<file path="src/rtl/rc4kg_pkg.sv">
// Shared types and constants for the RC4 keystream generator.
// No dependencies; every other file in rtl/ refers to this package by scoped name.
package rc4kg_pkg;

	localparam int PermDepth  = 256;
	localparam int ByteW      = 8;
	localparam int KeyLenW    = 5;
	localparam int KeyIdxW    = 4;
	localparam int CfgDataW   = 64;
	localparam int CfgIndexW  = 2;
	localparam logic [KeyLenW-1:0] KeyBytesMax = 5'd16;

	// configuration register indexes
	localparam logic [CfgIndexW-1:0] REG_KEY_LENGTH    = 2'd0;
	localparam logic [CfgIndexW-1:0] REG_KEY_WORD_LOW  = 2'd1;
	localparam logic [CfgIndexW-1:0] REG_KEY_WORD_HIGH = 2'd2;

	// datapath operations issued by the controller
	typedef enum logic [3:0] {
		OP_NONE,
		OP_START,   // clear indices and counters
		OP_FILL,    // S[n] = n, advance n
		OP_KRD_N,   // read S[n]
		OP_KRD_J,   // j += S[n] + key, read S[j]
		OP_KWR_N,   // S[n] = S[j]
		OP_KWR_J,   // S[j] = old S[n], advance n and key index
		OP_GRD_I,   // i += 1, read S[i]
		OP_GRD_J,   // j += S[i], read S[j]
		OP_GWR_I,   // S[i] = S[j]
		OP_GWR_J,   // S[j] = old S[i]
		OP_GRD_O,   // read S[S[i] + S[j]]
		OP_LOAD     // move read data to the output register
	} op_t;

	typedef struct packed {
		op_t op;
	} cmd_t;

	typedef struct packed {
		logic n_last;    // sweep counter at its last entry
		logic keyed;     // a key schedule has completed
		logic out_free;  // output register can take a byte this cycle
	} stat_t;

endpackage

</file>
<file path="src/rtl/rc4kg_ctrl.sv">
// Sequencer for the RC4 keystream generator: fill, key schedule and keystream step.
// Depends on rc4kg_pkg (op_t, cmd_t, stat_t).
module rc4kg_ctrl (
	input  logic             clk,
	input  logic             arst_n,
	input  logic             in_valid,
	input  logic             rekey,
	output logic             in_ready,
	input  rc4kg_pkg::stat_t stat,
	output rc4kg_pkg::cmd_t  cmd
);

	typedef enum logic [3:0] {
		ST_IDLE,
		ST_START,
		ST_FILL,
		ST_K_RD_N,
		ST_K_RD_J,
		ST_K_WR_N,
		ST_K_WR_J,
		ST_G_RD_I,
		ST_G_RD_J,
		ST_G_WR_I,
		ST_G_WR_J,
		ST_G_RD_O,
		ST_G_OUT
	} state_t;

	state_t          state_q;
	rc4kg_pkg::op_t  op_q;

	assign in_ready = (state_q == ST_IDLE);
	assign cmd.op   = op_q;

	always_ff @(posedge clk or negedge arst_n) begin
		if (!arst_n) begin
			state_q <= ST_IDLE;
			op_q    <= rc4kg_pkg::OP_NONE;
		end else begin
			case (state_q)
				ST_IDLE: begin
					if (in_valid) begin
						if (rekey || !stat.keyed) begin
							state_q <= ST_START;
							op_q    <= rc4kg_pkg::OP_START;
						end else begin
							state_q <= ST_G_RD_I;
							op_q    <= rc4kg_pkg::OP_GRD_I;
						end
					end
				end
				ST_START: begin
					state_q <= ST_FILL;
					op_q    <= rc4kg_pkg::OP_FILL;
				end
				ST_FILL: begin
					if (stat.n_last) begin
						state_q <= ST_K_RD_N;
						op_q    <= rc4kg_pkg::OP_KRD_N;
					end
				end
				ST_K_RD_N: begin
					state_q <= ST_K_RD_J;
					op_q    <= rc4kg_pkg::OP_KRD_J;
				end
				ST_K_RD_J: begin
					state_q <= ST_K_WR_N;
					op_q    <= rc4kg_pkg::OP_KWR_N;
				end
				ST_K_WR_N: begin
					state_q <= ST_K_WR_J;
					op_q    <= rc4kg_pkg::OP_KWR_J;
				end
				ST_K_WR_J: begin
					if (stat.n_last) begin
						state_q <= ST_G_RD_I;
						op_q    <= rc4kg_pkg::OP_GRD_I;
					end else begin
						state_q <= ST_K_RD_N;
						op_q    <= rc4kg_pkg::OP_KRD_N;
					end
				end
				ST_G_RD_I: begin
					state_q <= ST_G_RD_J;
					op_q    <= rc4kg_pkg::OP_GRD_J;
				end
				ST_G_RD_J: begin
					state_q <= ST_G_WR_I;
					op_q    <= rc4kg_pkg::OP_GWR_I;
				end
				ST_G_WR_I: begin
					state_q <= ST_G_WR_J;
					op_q    <= rc4kg_pkg::OP_GWR_J;
				end
				ST_G_WR_J: begin
					state_q <= ST_G_RD_O;
					op_q    <= rc4kg_pkg::OP_GRD_O;
				end
				ST_G_RD_O: begin
					state_q <= ST_G_OUT;
					op_q    <= rc4kg_pkg::OP_LOAD;
				end
				ST_G_OUT: begin
					// hold until the output register frees up
					if (stat.out_free) begin
						state_q <= ST_IDLE;
						op_q    <= rc4kg_pkg::OP_NONE;
					end
				end
				default: begin
					state_q <= ST_IDLE;
					op_q    <= rc4kg_pkg::OP_NONE;
				end
			endcase
		end
	end

endmodule

</file>
<file path="src/rtl/rc4kg_datapath.sv">
// Datapath for the RC4 keystream generator: permutation memory, indices,
// key registers and output register. Depends on rc4kg_pkg.
module rc4kg_datapath (
	input  logic                               clk,
	input  logic                               arst_n,
	input  logic                               cfg_write,
	input  logic [rc4kg_pkg::CfgIndexW-1:0]    cfg_index,
	input  logic [rc4kg_pkg::CfgDataW-1:0]     cfg_data,
	input  rc4kg_pkg::cmd_t                    cmd,
	output rc4kg_pkg::stat_t                   stat,
	input  logic                               out_ready,
	output logic                               out_valid,
	output logic [rc4kg_pkg::ByteW-1:0]        keystream_byte
);

	localparam int AddrW = $clog2(rc4kg_pkg::PermDepth);

	logic [rc4kg_pkg::ByteW-1:0]     mem_q [rc4kg_pkg::PermDepth];
	logic [rc4kg_pkg::ByteW-1:0]     rdata_q;

	logic [AddrW-1:0]                i_q, j_q, n_q;
	logic [rc4kg_pkg::KeyIdxW-1:0]   k_q;
	logic                            keyed_q;
	logic [rc4kg_pkg::ByteW-1:0]     si_q, sj_q;
	logic                            out_valid_q;
	logic [rc4kg_pkg::ByteW-1:0]     out_byte_q;

	logic [rc4kg_pkg::KeyLenW-1:0]   key_len_q;
	logic [rc4kg_pkg::CfgDataW-1:0]  key_lo_q, key_hi_q;

	logic [rc4kg_pkg::KeyLenW-1:0]   len_eff;
	logic                            k_wrap;
	logic [2*rc4kg_pkg::CfgDataW-1:0] key_all;
	logic [rc4kg_pkg::ByteW-1:0]     key_byte;
	logic [AddrW-1:0]                i_next, ksa_j, prga_j, out_addr;
	logic                            ren, we;
	logic [AddrW-1:0]                raddr, waddr;
	logic [rc4kg_pkg::ByteW-1:0]     wdata;
	logic                            out_free;

	// saturate key length to 1..16
	always_comb begin
		if (key_len_q == '0) begin
			len_eff = rc4kg_pkg::KeyLenW'(1);
		end else if (key_len_q > rc4kg_pkg::KeyBytesMax) begin
			len_eff = rc4kg_pkg::KeyBytesMax;
		end else begin
			len_eff = key_len_q;
		end
	end

	assign k_wrap   = ({1'b0, k_q} == (len_eff - rc4kg_pkg::KeyLenW'(1)));
	assign key_all  = {key_hi_q, key_lo_q};
	assign key_byte = key_all[{k_q, 3'b000} +: rc4kg_pkg::ByteW];

	assign i_next   = i_q + AddrW'(1);
	assign ksa_j    = j_q + rdata_q + key_byte;
	assign prga_j   = j_q + rdata_q;
	assign out_addr = si_q + sj_q;

	assign out_free = !out_valid_q || out_ready;

	assign stat.n_last   = (n_q == AddrW'(rc4kg_pkg::PermDepth - 1));
	assign stat.keyed    = keyed_q;
	assign stat.out_free = out_free;

	assign out_valid      = out_valid_q;
	assign keystream_byte = out_byte_q;

	// memory port selection
	always_comb begin
		ren   = 1'b0;
		raddr = '0;
		we    = 1'b0;
		waddr = '0;
		wdata = '0;
		case (cmd.op)
			rc4kg_pkg::OP_FILL: begin
				we    = 1'b1;
				waddr = n_q;
				wdata = n_q;
			end
			rc4kg_pkg::OP_KRD_N: begin
				ren   = 1'b1;
				raddr = n_q;
			end
			rc4kg_pkg::OP_KRD_J: begin
				ren   = 1'b1;
				raddr = ksa_j;
			end
			rc4kg_pkg::OP_KWR_N: begin
				we    = 1'b1;
				waddr = n_q;
				wdata = rdata_q;
			end
			rc4kg_pkg::OP_KWR_J: begin
				we    = 1'b1;
				waddr = j_q;
				wdata = si_q;
			end
			rc4kg_pkg::OP_GRD_I: begin
				ren   = 1'b1;
				raddr = i_next;
			end
			rc4kg_pkg::OP_GRD_J: begin
				ren   = 1'b1;
				raddr = prga_j;
			end
			rc4kg_pkg::OP_GWR_I: begin
				we    = 1'b1;
				waddr = i_q;
				wdata = rdata_q;
			end
			rc4kg_pkg::OP_GWR_J: begin
				we    = 1'b1;
				waddr = j_q;
				wdata = si_q;
			end
			rc4kg_pkg::OP_GRD_O: begin
				ren   = 1'b1;
				raddr = out_addr;
			end
			default: begin
				ren = 1'b0;
			end
		endcase
	end

	always_ff @(posedge clk) begin
		if (we) begin
			mem_q[waddr] <= wdata;
		end
	end

	always_ff @(posedge clk) begin
		if (ren) begin
			rdata_q <= mem_q[raddr];
		end
	end

	// indices, counters, flags, output handshake, configuration
	always_ff @(posedge clk or negedge arst_n) begin
		if (!arst_n) begin
			i_q         <= '0;
			j_q         <= '0;
			n_q         <= '0;
			k_q         <= '0;
			keyed_q     <= 1'b0;
			out_valid_q <= 1'b0;
			key_len_q   <= rc4kg_pkg::KeyLenW'(1);
			key_lo_q    <= '0;
			key_hi_q    <= '0;
		end else begin
			if (cfg_write) begin
				case (cfg_index)
					rc4kg_pkg::REG_KEY_LENGTH:    key_len_q <= cfg_data[rc4kg_pkg::KeyLenW-1:0];
					rc4kg_pkg::REG_KEY_WORD_LOW:  key_lo_q  <= cfg_data;
					rc4kg_pkg::REG_KEY_WORD_HIGH: key_hi_q  <= cfg_data;
					default: ;
				endcase
			end

			case (cmd.op)
				rc4kg_pkg::OP_START: begin
					i_q <= '0;
					j_q <= '0;
					n_q <= '0;
					k_q <= '0;
				end
				rc4kg_pkg::OP_FILL: begin
					n_q <= n_q + AddrW'(1);
				end
				rc4kg_pkg::OP_KRD_J: begin
					j_q <= ksa_j;
				end
				rc4kg_pkg::OP_KWR_J: begin
					n_q <= n_q + AddrW'(1);
					k_q <= k_wrap ? '0 : k_q + rc4kg_pkg::KeyIdxW'(1);
					if (stat.n_last) begin
						j_q     <= '0;
						keyed_q <= 1'b1;
					end
				end
				rc4kg_pkg::OP_GRD_I: begin
					i_q <= i_next;
				end
				rc4kg_pkg::OP_GRD_J: begin
					j_q <= prga_j;
				end
				default: ;
			endcase

			if (cmd.op == rc4kg_pkg::OP_LOAD && out_free) begin
				out_valid_q <= 1'b1;
			end else if (out_ready) begin
				out_valid_q <= 1'b0;
			end
		end
	end

	// swap operands and output byte
	always_ff @(posedge clk) begin
		case (cmd.op)
			rc4kg_pkg::OP_KRD_J: si_q <= rdata_q;
			rc4kg_pkg::OP_GRD_J: si_q <= rdata_q;
			rc4kg_pkg::OP_GWR_I: sj_q <= rdata_q;
			rc4kg_pkg::OP_LOAD: begin
				if (out_free) begin
					out_byte_q <= rdata_q;
				end
			end
			default: ;
		endcase
	end

endmodule

</file>
<file path="src/rtl/rc4_keystream_generator_unit.sv">
// Top level of the RC4 keystream generator: controller plus datapath.
// Depends on rc4kg_pkg, rc4kg_ctrl and rc4kg_datapath.
//
//   Channel  Direction  Handshake               Payload
//   in       sink       in_valid / in_ready     rekey
//   out      source     out_valid / out_ready   keystream_byte
//   cfg      sink       cfg_write               cfg_index, cfg_data
//
// A request without a key schedule runs six steps through the single read / single
// write permutation RAM (read S[i], read S[j], write S[i], write S[j],
// read S[S[i]+S[j]], load output) after the idle state that takes the request.
// A request that runs the schedule (rekey set, or no key yet) first clears the
// indices, then fills all 256 entries with the identity permutation, then runs
// the key-scheduling sweep, four RAM accesses per entry, before the keystream step.
// Reset clears indices, flags, key words and out_valid, sets key length 1; the RAM
// holds garbage until the first schedule writes it, which every first request runs.
// A stalled output only holds the final load step; the next request is taken as
// soon as the byte sits in the output register.
module rc4_keystream_generator_unit (
	input  logic                            clk,
	input  logic                            arst_n,
	input  logic                            in_valid,
	output logic                            in_ready,
	input  logic                            rekey,
	output logic                            out_valid,
	input  logic                            out_ready,
	output logic [rc4kg_pkg::ByteW-1:0]     keystream_byte,
	input  logic                            cfg_write,
	input  logic [rc4kg_pkg::CfgIndexW-1:0] cfg_index,
	input  logic [rc4kg_pkg::CfgDataW-1:0]  cfg_data
);

	rc4kg_pkg::cmd_t  cmd;
	rc4kg_pkg::stat_t stat;

	// sequencer: takes requests and steps the datapath through each phase
	rc4kg_ctrl u_ctrl (
		.clk      (clk),
		.arst_n   (arst_n),
		.in_valid (in_valid),
		.rekey    (rekey),
		.in_ready (in_ready),
		.stat     (stat),
		.cmd      (cmd)
	);

	// permutation RAM, indices, key storage and output register
	rc4kg_datapath u_dp (
		.clk            (clk),
		.arst_n         (arst_n),
		.cfg_write      (cfg_write),
		.cfg_index      (cfg_index),
		.cfg_data       (cfg_data),
		.cmd            (cmd),
		.stat           (stat),
		.out_ready      (out_ready),
		.out_valid      (out_valid),
		.keystream_byte (keystream_byte)
	);

endmodule

</file>
<file path="config.mk">
export PLATFORM = sky130hd
export DESIGN_NAME = rc4_keystream_generator_unit
export DESIGN_NICKNAME = d
export VERILOG_FILES = /design/src/rtl/rc4kg_pkg.sv /design/src/rtl/rc4kg_ctrl.sv /design/src/rtl/rc4kg_datapath.sv /design/src/rtl/rc4_keystream_generator_unit.sv
export SDC_FILE = /design/constraint.sdc
export NUM_CORES = 2
export LEC_CHECK = 0
export BUFFER_PORTS_ARGS = -buffer_cell sky130_fd_sc_hd__buf_2
export CORE_MARGIN = 2
export CORE_UTILIZATION = 45
export CTS_CLUSTER_SIZE = 10
export DETAILED_ROUTE_END_ITERATION = 7
export GPL_TIMING_DRIVEN = 1
export PLACE_DENSITY = 0.68
export RECOVER_POWER = 25
export SYNTH_ARGS = -nofsm -noshare
export SYNTH_HDL_FRONTEND = slang
export SYNTH_HIERARCHICAL = 1
export SYNTH_SLANG_ARGS = --single-unit
</file>
<file path="constraint.sdc">
create_clock -name clk -period 6.6 [get_ports clk]
set_clock_uncertainty 0.1 [all_clocks]
set_input_delay 0 -clock clk [delete_from_list [all_inputs] [get_ports clk]]
set_output_delay 0 -clock clk [all_outputs]
set_load 0.005 [all_outputs]
</file>
After elaboration in Yosys (flattened, before gate mapping)
Memories as Yosys holds them, arrays and structs flattened. A register that Yosys moved wholly into a read port is not among the register bits.
Cells that the tools add are included.
{"block": "classes", "magnitude_cmp": 1, "reduce_logical": 27, "eq_ne": 20, "n_shift": 1, "add_sub_neg": 7, "n_mux": 23}
{"op": "$shiftx A128 B8 Y8", "n": 1}
{"op": "$pmux W4 S13", "n": 1}
{"op": "$pmux W8 S3", "n": 2}
{"op": "$pmux W8 S5", "n": 1}
{"op": "$pmux W8 S2", "n": 2}
{"op": "$pmux W8 S4", "n": 1}
{"op": "$add A8 B8 Y8", "n": 3}
{"op": "$eq A4 B4 Y1 const B", "n": 5}
{"op": "$add A8 B1 Y8 const B", "n": 2}
{"op": "$eq A4 B3 Y1 const B", "n": 4}
{"op": "$mux W4", "n": 4}
{"op": "$reduce_and A2 Y1", "n": 6}
{"op": "$mux W5", "n": 2}
{"op": "$reduce_or A2 Y1", "n": 5}
{"op": "$reduce_or A5 Y1", "n": 2}
{"op": "$eq A4 B2 Y1 const B", "n": 2}
{"op": "$eq A8 B8 Y1 const B", "n": 1}
{"op": "$mux W8", "n": 1}
{"op": "$pmux W4 S2", "n": 1}
{"op": "$reduce_bool A2 Y1", "n": 4}
{"op": "$mux W1", "n": 6}
{"op": "$mux W3", "n": 2}
{"op": "$ne A2 B2 Y1 const B", "n": 3}
{"op": "$eq A4 B5 Y1", "n": 1}
{"op": "other kinds (15)", "n": 17}
{"block": "totals", "n_memories": 1, "ram_bits": 2048, "register_bits": 191, "wordCells": 93}
{"memory": "u_dp.mem_q", "words": 256, "word_bits": 8, "read_ports": 1, "rd_clocked_by_memory_dff": 1, "write_ports": 1, "line_no": "rc4kg_datapath.sv:18", "text": "logic [rc4kg_pkg::ByteW-1:0] mem_q [rc4kg_pkg::PermDepth];"}

Logic depth before layout (Yosys ltp)
{"block": "logic_depth", "word_depth": 7, "ltp_mapped": 21}

Hierarchy
The synthesis kept the hierarchy.
{"module": "rc4kg_datapath", "n_inst": 1, "cells_each": 6676, "area_per_inst_um2": 92197.2, "seq_area_each_um2": 66540.1}
{"module": "rc4kg_ctrl", "n_inst": 1, "cells_each": 29, "area_per_inst_um2": 259.0, "seq_area_each_um2": 100.1}

Worst setup path after synthesis
OpenSTA, ideal clock, no wires.
{"block": "synth_timing", "kind": "register to register", "start": "register u_dp/k_q[0] (netlist bit)", "end": "register u_dp/rdata_q[0] (netlist bit), read port of u_dp.mem_q (data pin)", "path_buffers": 5, "setup_ns": 0.260, "t_arrival_ns": 4.953, "path_slack_ns": 1.288, "required_time_ns": 6.240, "stages_incl_launch_ff": 20, "cell_sequence": "dfrtp_1 -> buf_2 -> buf_1 -> mux4_2 -> mux4_2 -> ha_1 -> inv_1 -> fa_1 -> nor3b_1 -> o21ai_2 -> nand2_2 -> buf_2 -> buf_2 -> buf_1 -> a311oi_1 -> nor4_1 -> a22oi_1 -> o211ai_1 -> nor3_1 -> mux2_2"}
{"block": "synth_between", "elab_chain_cells": 3}
{"element": "start: declaration", "line_no": "rc4kg_datapath.sv:22", "text": "logic [rc4kg_pkg::KeyIdxW-1:0] k_q;"}
{"element": "start signal: assignment", "line_no": "rc4kg_datapath.sv:178", "text": "k_q <= k_wrap ? '0 : k_q + rc4kg_pkg::KeyIdxW'(1);"}
{"element": "$shiftx A128 B8 Y8", "line_no": "rc4kg_datapath.sv:54", "text": "assign key_byte = key_all[{k_q, 3'b000} +: rc4kg_pkg::ByteW];"}
{"element": "$add A8 B8 Y8", "line_no": "rc4kg_datapath.sv:57", "text": "assign ksa_j = j_q + rdata_q + key_byte;"}
{"element": "$pmux W8 S5", "line_no": "rc4kg_datapath.sv:77", "text": "case (cmd.op)"}
{"element": "end: declaration", "line_no": "rc4kg_datapath.sv:19", "text": "logic [rc4kg_pkg::ByteW-1:0] rdata_q;"}
No other way between the ends.
A chain may end at the register's enable or synchronous reset.

Worst setup path after layout
{"block": "layout_timing", "start": "register u_dp/k_q[0] (netlist bit)", "end": "register u_dp/rdata_q[2] (netlist bit), read port of u_dp.mem_q (data pin)"}
Same word-level chain as after synthesis.

==> flow_summary.toml <==
[sta]
min_period_over_period = 0.9906
clock.fmax_mhz = 153.0
rsz0062_at_grt = "no"
worst_pin_slew_ps = 4592
finalSetupTns_ps = 0
period_needed_ps = 6538
maxSlewHeadroom = -2.062
setup_viol = 0
timing.final.ws_setup_ps = 62.29
hold_violations = 0
slew_violations = 1084

[logic_synthesis]
async_reset_ff_frac = 0.07432
synth_xor_area_frac = 0.001895
synth_cell_type_count = 94
synth-compound-area-share = 0.05800
synthTopCellsByArea = "edfxtp_1 68%, nand2_1 6.1%, dfrtp_1 4.5%"
synth_largest_area_cell = "edfxtp_1"
synth-main-ff-cell = "edfxtp_1"
synth_edf_count = 2080
avgSynthCellArea_um2 = 13.79
yosys-mux-area-fraction = 0.05086
syn_nets = 6805
yosysSeqAreaShare = 0.7208
synth_top_family_by_area = "simple AND/OR/NAND/NOR gates"
synth_simple_gate_area_frac = 0.1386
yosysWarnings = 6
synthCells = 6705
syn_area_um2 = 92460
ys_ff_latch = 2247
yosys.area_share.adder = 0.004033
synth_top_cell_area_share = 0.6756

[global_route]
grt_pass1_wl_mm = 389.9
grt_max_degree = 174
grt-ovfl-total = 0
grtUsageTotal = 0.2498
grt_pass1_vias = 58231
antenna_found_initial = 7

[floorplanning]
die_area_um2 = 209100
rows = 166
io_pins = 82
die_h_um = 457.3
die-width_um = 457.3
fp.coreArea_um2 = 204400
initial_utilization = 0.4524

[placement]
place_congestion = 0.9239
dp_hpwl_mm = 162.4
pre_cts_ws_ps = 221.1
port_buffers = 81
place_inst = 9241

[setup_path]
path_class = "register to register"
end_kind = "register"
cp_data_required_time_ps = 7290
cp-start-kind = "register"
r2r_setup_slack_ps = 60
worstPathMaxFanout = 39
arrival_ps = 7220

[pwr]
p_seq_frac = 0.362
peakVddDrop_v = 0.0005398
p_int_mw = 31.00
combPwrFrac = 0.381
switching_share = 0.3823
p_sw_mw = 19.19
p_per_area_nw_per_um2 = 476.7
clock_power_share = 0.257
p_leak_nw = 35.79

[routing]
avgRoutedWirePerCell_um = 27.39
routed_via_density = 6.188
firstDrtPassIters = 6
drt_iter0_drc = 8338
drt-total-wl_mm = 266.1
ant_nets = 0
dr_total_vias = 60127
drc = 0

[cts]
h-tree-depth = 5
cts_buffers = 277
cts_tree = "built"
cts.sinks = 2247
clock_latency_ps = 910
clock_path_buffers = 4
cts.clk_slew.worst_paths_ps = 60
ctsRootBufferMaster = "clkbuf_16"

[run_status]
status = "finished with violations"
violations = "max-capacitance violations, max-slew violations"

[final_layout]
nFillCells = 16712
seqCellArea_um2 = 66640
syn2layout_area_growth_pct = 13.86
multi_input_comb_area_um2 = 23570
final_nets = 7082
drive_gt1_frac = 0.1281
final_cell_count_no_fill = 9716

[run]
drv_cap = 10

[worst_hold_path]
hp-class = "input port to register"
-- power by group through the flow --
| stage | sequential [mW] | clock (mW) | combinational (mW) |
|---|---|---|---|
| 2_1_floorplan | 18.4 | 0 | 10.9 |
| 3_3_place_gp | 18.3 | 0 | 18.2 |
| 3_5_place_dp | 18.3 | 0 | 18.4 |
| 4_1_cts | 18.0 | 13.0 | 18.6 |
| 5_1_grt | 18.2 | 13.6 | 20.0 |
| 6_report | 18.2 | 12.9 | 19.1 |
-- repair_timing --
item                       4_1_cts  5_1_grt
buffers inserted                 0        0
hold endpoints to repair       248        0
setup endpoints to repair        0        4
hold buffers                   150        0
resized for setup                0        4
-- routing by layer --
layer,routed length (µm),track usage,up-vias
met5,60,0,-
met4,13480,0.1146,10
met3,29760,0.05918,671
met2,121900,0.3837,3565
met1,100900,0.3381,30120
li1,-,-,25761
-- flip-flops by register name, indices dropped and copies added (netlist names) --
name                 cells
u_dp/i_q                 8
u_dp/keyed_q             1
u_dp/sj_q                8
u_dp/key_lo_q           64
u_dp/key_hi_q           64
u_dp/n_q                 8
u_dp/mem_q            2048
u_dp/k_q                 4
u_dp/key_len_q           5
u_dp/out_valid           1
u_dp/j_q                 8
u_dp/si_q                8
u_dp/keystream_byte      8
u_dp/rdata_q             8
u_ctrl/cmd               4
-- layout make-up --
type | instances | area share
Multi-Input combinational cell | 3964 | 0.2239
Antenna cell | 4 | 0.00009508
Clock buffer | 315 | 0.06851
Timing Repair Buffer | 473 | 0.04113
Clock inverter | 6 | 0.0003328
Inverter | 19 | 0.001034
Tap cell | 2688 | 0.03195
Sequential cell | 2247 | 0.6330
-- Yosys cell counts (18+ instances only) --
cell / instances
nor2_1: 315
and3_1: 173
buf_1: 55
mux2_2: 137
a31oi_1: 93
mux4_2: 114
nand3_1: 728
nor3_1: 21
mux2i_1: 58
a311oi_1: 173
ha_1: 25
buf_4: 29
nand4_1: 40
dfrtp_1: 166
nand2_1: 1499
a22oi_1: 46
a21oi_1: 61
clkbuf_1: 174
a32oi_1: 22
buf_6: 18
buf_2: 195
a211oi_1: 156
inv_1: 19
o21ai_0: 54
edfxtp_1: 2080
-- critical path, stage by stage (launching register included) --
cell and delay, ps:
dfrtp_2 660, buf_4 350, mux4_2 530, mux4_2 510
ha_1 350, nand2b_1 100, a32oi_1 550, and3_4 630
buf_12 340, buf_12 270, buf_4 270, a21oi_1 120
a22oi_1 670, nand4_1 180, a211oi_1 470, mux2_2 240
-- cell families after synthesis --
logic type | Yosys count
AOI/OAI and AO/OA | 716
xor gates and xnor gates | 20
adders and majority gates | 28
buffers and inverters | 494
DFF | 2247
muxes | 310
and+or+nand+nor | 2890
-- through the flow --
| stage | util | cell area (µm²) | total power [mW] | hold slack (ps) |
|---|---|---|---|---|
| 2_1_floorplan | - | 92460 | 29.30 | -395.6 |
| 3_3_place_gp | 0.4725 | 96570 | 36.45 | 47.16 |
| 3_5_place_dp | 0.4725 | 96570 | 36.69 | 64.96 |
| 4_1_cts | 0.5154 | 105300 | 49.61 | 51.10 |
| 5_1_grt | 0.5150 | 105300 | 51.77 | 148.9 |
| 6_report | 0.5151 | 105300 | 50.19 | 150.2 |
-- layout by cell type, fill, tap and decap left out, types with 61 or more instances in the layout --
cell / n
a31oi_1: 93
buf_2: 73
buf_4: 181
mux2_2: 131
clkbuf_16: 283
and3_1: 172
nand2_1: 1498
mux4_2: 114
nor2_1: 314
nand3_1: 727
a211oi_1: 156
dfrtp_1: 165
a311oi_1: 173
edfxtp_1: 2080
dlygate4sd3_1: 149
a21oi_1: 61
-- worst paths after layout --
path,start,end,cells past startpoint
max,u_dp/k_q[0]$_DFFE_PN0P_,u_dp/rdata_q[2]$_DFFE_PP_,15
min,cfg_write,u_dp/key_len_q[2]$_DFFE_PN0P_,5
min in group asynchronous,arst_n,u_dp/key_lo_q[27]$_DFFE_PN0P_,4
max in group asynchronous,arst_n,u_dp/key_hi_q[43]$_DFFE_PN0P_,4
max reg2reg,u_dp/k_q[0]$_DFFE_PN0P_,u_dp/rdata_q[2]$_DFFE_PP_,15
min reg2reg,u_dp/keyed_q$_DFFE_PN0P_,u_dp/keyed_q$_DFFE_PN0P_,1
(Power assumes the default switching activity.)
